$ cat config.mk
export PLATFORM = sky130hd
export DESIGN_NAME = coct_ram
export DESIGN_NICKNAME = d
export VERILOG_FILES = /design/src/rtl/core/coct_pkg.sv /design/src/rtl/core/coct_ram.sv
export SDC_FILE = /design/constraint.sdc
export NUM_CORES = 1
export LEC_CHECK = 0
export BUFFER_PORTS_ARGS = -buffer_cell sky130_fd_sc_hd__buf_2
export CAP_MARGIN = 20
export CORE_MARGIN = 4
export CORE_UTILIZATION = 30
export CTS_CLUSTER_DIAMETER = 80
export DETAILED_ROUTE_END_ITERATION = 7
export SKIP_LAST_GASP = 1
export SLEW_MARGIN = 40
export SYNTH_ARGS = -nofsm -noshare
export SYNTH_HDL_FRONTEND = slang
export SYNTH_SLANG_ARGS = --single-unit
$ cat constraint.sdc
create_clock -name clock -period 6.8 [get_ports clock]
set_input_delay 2.04 -clock clock [delete_from_list [all_inputs] [get_ports clock]]
set_output_delay 2.04 -clock clock [all_outputs]
set_load 0.1 [all_outputs]
$ cat src/rtl/core/coct_pkg.sv
`default_nettype none

package coct_pkg;

   localparam int ENTITY_COUNT_DEF = 128;
   localparam int GRID_WIDTH_DEF   = 32;
   localparam int GRID_HEIGHT_DEF  = 32;

   localparam int CMD_W    = 2;
   localparam int ID_W     = 7;
   localparam int COORD_W  = 5;
   localparam int STATUS_W = 2;
   localparam int LINK_W   = 8;

   localparam logic [LINK_W-1:0] LINK_NONE = 8'hFF;

   typedef enum logic [CMD_W-1:0] {
      CMD_ADD     = 2'd0,
      CMD_MOVE    = 2'd1,
      CMD_REMOVE  = 2'd2,
      CMD_COMPARE = 2'd3
   } cmd_type;

   typedef enum logic [STATUS_W-1:0] {
      ST_OK       = 2'd0,
      ST_PLACED   = 2'd1,
      ST_UNPLACED = 2'd2,
      ST_MISSING  = 2'd3
   } status_type;

   // address width for a table of n entries, never below one bit
   function automatic int addr_w(input int n);
      int w;
      w = $clog2(n);
      return (w < 1) ? 1 : w;
   endfunction

   // entity word: {next, y, x, placed}
   function automatic int ent_w(input int gw, input int gh);
      return LINK_W + addr_w(gh) + addr_w(gw) + 1;
   endfunction

endpackage

`default_nettype wire

$ cat src/rtl/core/coct_ram.sv
`default_nettype none

module coct_ram #(
   parameter int WIDTH = 8,
   parameter int DEPTH = 128,
   localparam int AW   = coct_pkg::addr_w(DEPTH)
) (
   input  wire logic             clock,
   input  wire logic             we,
   input  wire logic [AW-1:0]    waddr,
   input  wire logic [WIDTH-1:0] wdata,
   input  wire logic [AW-1:0]    raddr,
   output logic      [WIDTH-1:0] rdata
);
   import coct_pkg::*;

   logic [WIDTH-1:0] mem [DEPTH];

   always_ff @(posedge clock) begin
      if (we) begin
         mem[waddr] <= wdata;
      end
      rdata <= mem[raddr];
   end

endmodule

`default_nettype wire

==> summary by stage <==
Die
The die height is 372 um. The I/O pin count is 32. The floorplan has 133 rows. The placeable core region is 131000 um^2.

The die boundary width is 372 um. Once the floorplan was initialized, standard cells occupied 30.2% of the core. The die covers 138000 um^2.

Min path
The path class of the tightest hold or removal check is reg2reg. The startpoint of the lowest-slack hold path is mem[76][6]. Counting instances, the worst hold path has a depth of 4.

The worst hold path terminates at rdata[6].

Clock network
The maximum level of the CTS H-tree is 3. The number of post-CTS setup repair buffers is 0. TritonCTS built the clock tree. The number of sinks on the clock net is 1032. The clock transition at the registers of the reported paths is 0.06 ns. The post-cts resize count is 0. The clock insertion delay at the later pin of the skew report is 0.67 ns. The number of hold buffers added after CTS was 0. Counting along the longest clock path gives a buffer depth of 3. The number of buffers created by CTS is 104. The cell chosen for the clock root is sky130_fd_sc_hd__clkbuf_16.

Placement
At the end of routability-driven placement, the weighted congestion stood at 0.796. The half-perimeter wire length of the detailed placement result is 55800 um. The number of input and output port buffers inserted is 31.

The post-placement worst setup slack is 1.59 ns. The placed instance area is 42200 um^2.

Layout
In the final design database the tool counted 1741 nets. The combined flip-flop and latch cell area is 30900 um^2. From synthesis to final layout, the design area changed by 15.1%. Fill cells in the final layout number 12100. The fraction of final layout cells sized beyond drive strength 1 is 35.1%. The area taken by multi-input logic gates is 8600 um^2. The final design instance area without fill is 45600 um^2.

Timing
Between clock sinks in the finished design, the worst skew comes to 0.0382 ns. The achievable frequency is 0.222 GHz. The summed negative setup slack over all endpoints is 0 ns. In this run the tightest slew margin relative to its limit is 40.8%. Of the available clock period, the critical path in the final layout requires 66.3%. The final max-slew violation count is 0. The final count of negative-setup-slack endpoints is 0. The worst path needs 4.51 ns of the cycle, external delays included.

The worst-margin pin slew is 0.886 ns. The final number of hold-violating endpoints is 0. The final critical-path setup slack is 2.29 ns. Setup repair after global routing left no endpoint under its margin.

Setup path
The critical path start-end classification is in2reg. The setup check on the worst reg-to-reg path leaves a slack of 4.35 ns. The critical path's slowest cell is sky130_fd_sc_hd__buf_4. The largest single stage delay on the critical path is 0.58 ns.

STA classifies the critical path endpoint as a flop. Walking the worst path, the cells encountered are buf_8 > buf_4 > mux4_2 > mux4_2 > mux4_2 > mux2_2. For the worst setup path, the data arrival time is 5.06 ns. The required time of the worst setup path is 7.36 ns. STA classifies the critical path startpoint as an input pin. The worst register-to-register path ends at rdata[5]. The startpoint identified for the worst register-to-register timing path is mem[127][5]. The worst reg2reg path depth is 4. Counting stages on the worst path, the most repeated cell is sky130_fd_sc_hd__mux4_2. Along the worst path, the maximum fanout reaches 50.

Yosys
The synthesized netlist occupies a cell area of 39700 um^2. Of the synthesized area, sequential elements account for 77.9%. The number of instances in the synthesized netlist is 1635.

The number of distinct library cells after synthesis is 17. The number of storage elements in the synthesis netlist is 1032. The number of warnings issued by yosys is 0.

Counting every net in the synthesized netlist gives 1659. The post-synthesis area per instance is 24.3 um^2.

Pwr
Power spread over the standard cell area amounts to 291 nW/um^2. The maximum ir drop on the vdd rail is 0.000237 V. The leakage power summed over all cells is 0.0136 uW.

Global routing
The via count of the first global-routing pass is 18200. Summed over all layers, the global routing overflow is 0. The maximum number of pins on one net before global-route repair is 94. The first-pass GRT wire length is 133000 um. The number of antenna violations at the first check in global routing was 4. Global routing consumed, over all layers together, 13.3% of the routing resources.

Routing
The total via count after detailed routing is 17700. The first detailed-routing pass ran for 5 iterations. In the final routed layout, each cell accounts on average for 25.9 um. The via-per-instance ratio is 4.96. Once detail routing completed, the nets flagged for antenna violations numbered 0. The routed design has 92300 um of wire. For this run, design rule violations remaining after detail routing come to 0. In this run, the number of DRC markers left after iteration 0 of detailed routing was 2020.

Status
The flow ran to the end, and the final reports show no timing, DRC or antenna violations.

Run
The total of max-cap violations is 0.
==> kinds of logic after synthesis <==
logic type / Yosys count / share of synthesized area, %
DFF: 1032 / 77.9
muxes: 344 / 19.3
and+or+nand+nor: 170 / 1.76
buffers and inverters: 89 / 1.01
==> where the power goes <==
group          internal [uW]  switching (uW)  total, uW
Sequential              7030            22.8       7050
Combinational            263             454        717
Clock                   3180            2350       5530
==> registers in the layout (all words and copies together) (netlist names) <==
name	count
mem	1024
rdata	8
==> final cells by class <==
cell class / count / share of cell area (%)
flip-flops and latches: 1032 / 67.7
repair buffers: 65 / 1.35
diodes: 2 / 0.0110
well taps: 1755 / 4.81
clock buffers: 136 / 6.17
multi-input cells: 514 / 18.8
clock inverters: 57 / 1.10
==> layout by cell type, fill, tap and decap left out, types with 3 or more instances in the layout <==
cell type / n
sky130_fd_sc_hd__buf_6: 6
sky130_fd_sc_hd__buf_2: 19
sky130_fd_sc_hd__nor2b_1: 7
sky130_fd_sc_hd__edfxtp_1: 1024
sky130_fd_sc_hd__clkinvlp_4: 3
sky130_fd_sc_hd__buf_4: 27
sky130_fd_sc_hd__nor3_4: 5
sky130_fd_sc_hd__clkbuf_16: 105
sky130_fd_sc_hd__nor2_2: 69
sky130_fd_sc_hd__nor3_1: 4
sky130_fd_sc_hd__clkinv_1: 21
sky130_fd_sc_hd__clkinv_2: 19
sky130_fd_sc_hd__inv_6: 3
sky130_fd_sc_hd__nor2_1: 53
sky130_fd_sc_hd__mux4_2: 336
sky130_fd_sc_hd__clkbuf_1: 24
sky130_fd_sc_hd__nand3_1: 10
sky130_fd_sc_hd__mux2_2: 8
sky130_fd_sc_hd__nand2_1: 13
sky130_fd_sc_hd__clkbuf_8: 7
sky130_fd_sc_hd__dfxtp_1: 8
sky130_fd_sc_hd__nand4_1: 3
sky130_fd_sc_hd__bufinv_16: 7
sky130_fd_sc_hd__buf_12: 11
==> worst max-delay path by stage <==
stage | start | end | slack [ns]
finish | raddr[0] | rdata[2] | 2.29
CTS | raddr[0] | rdata[2] | 2.29
global placement | raddr[0] | rdata[2] | 1.60
floorplan | raddr[0] | rdata[0] | 2.26
detailed placement | raddr[0] | rdata[2] | 1.59
global route | raddr[0] | rdata[2] | 2.15
==> layer usage <==
layer	wire length, um	GRT usage, %
met4	1740	3.67
met5	0	0
met3	5380	2.21
met2	46400	22.1
met1	38800	18.3
==> synthesized netlist by cell type <==
cell,count,area [um^2]
sky130_fd_sc_hd__nor2_1,122,458
sky130_fd_sc_hd__nand2_1,14,52.6
sky130_fd_sc_hd__nand2b_1,2,12.5
sky130_fd_sc_hd__buf_1,18,67.6
sky130_fd_sc_hd__or3_1,1,6.26
sky130_fd_sc_hd__mux4_2,336,7570
sky130_fd_sc_hd__buf_6,1,11.3
sky130_fd_sc_hd__clkbuf_1,44,165
sky130_fd_sc_hd__nor2b_1,7,43.8
sky130_fd_sc_hd__buf_4,11,82.6
sky130_fd_sc_hd__nor3_1,9,45.0
sky130_fd_sc_hd__nand4_1,3,18.8
sky130_fd_sc_hd__buf_2,15,75.1
sky130_fd_sc_hd__nand3_1,12,60.1
sky130_fd_sc_hd__mux2_2,8,90.1
sky130_fd_sc_hd__dfxtp_1,8,160
sky130_fd_sc_hd__edfxtp_1,1024,30700
==> stage by stage <==
step / hold slack, ns / util (%) / std cells / power, uW
after CTS: 1.13 / 34.6 / 3558 / 13400
final: 1.13 / 34.7 / 3561 / 13300
after detailed placement: 1.12 / 32.1 / 3365 / 7910
after global placement: 1.12 / 32.0 / 3365 / 7890
after global routing: 1.15 / 34.7 / 3560 / 13700
after floorplan: 1.07 / - / 1635 / 7590
==> worst max-delay path, delay by kind of cell <==
family | cells | cell delay, ns
buffers and inverters | 2 | 1.04
muxes | 4 | 1.88
No activity file was read; power rests on OpenSTA's default activity.
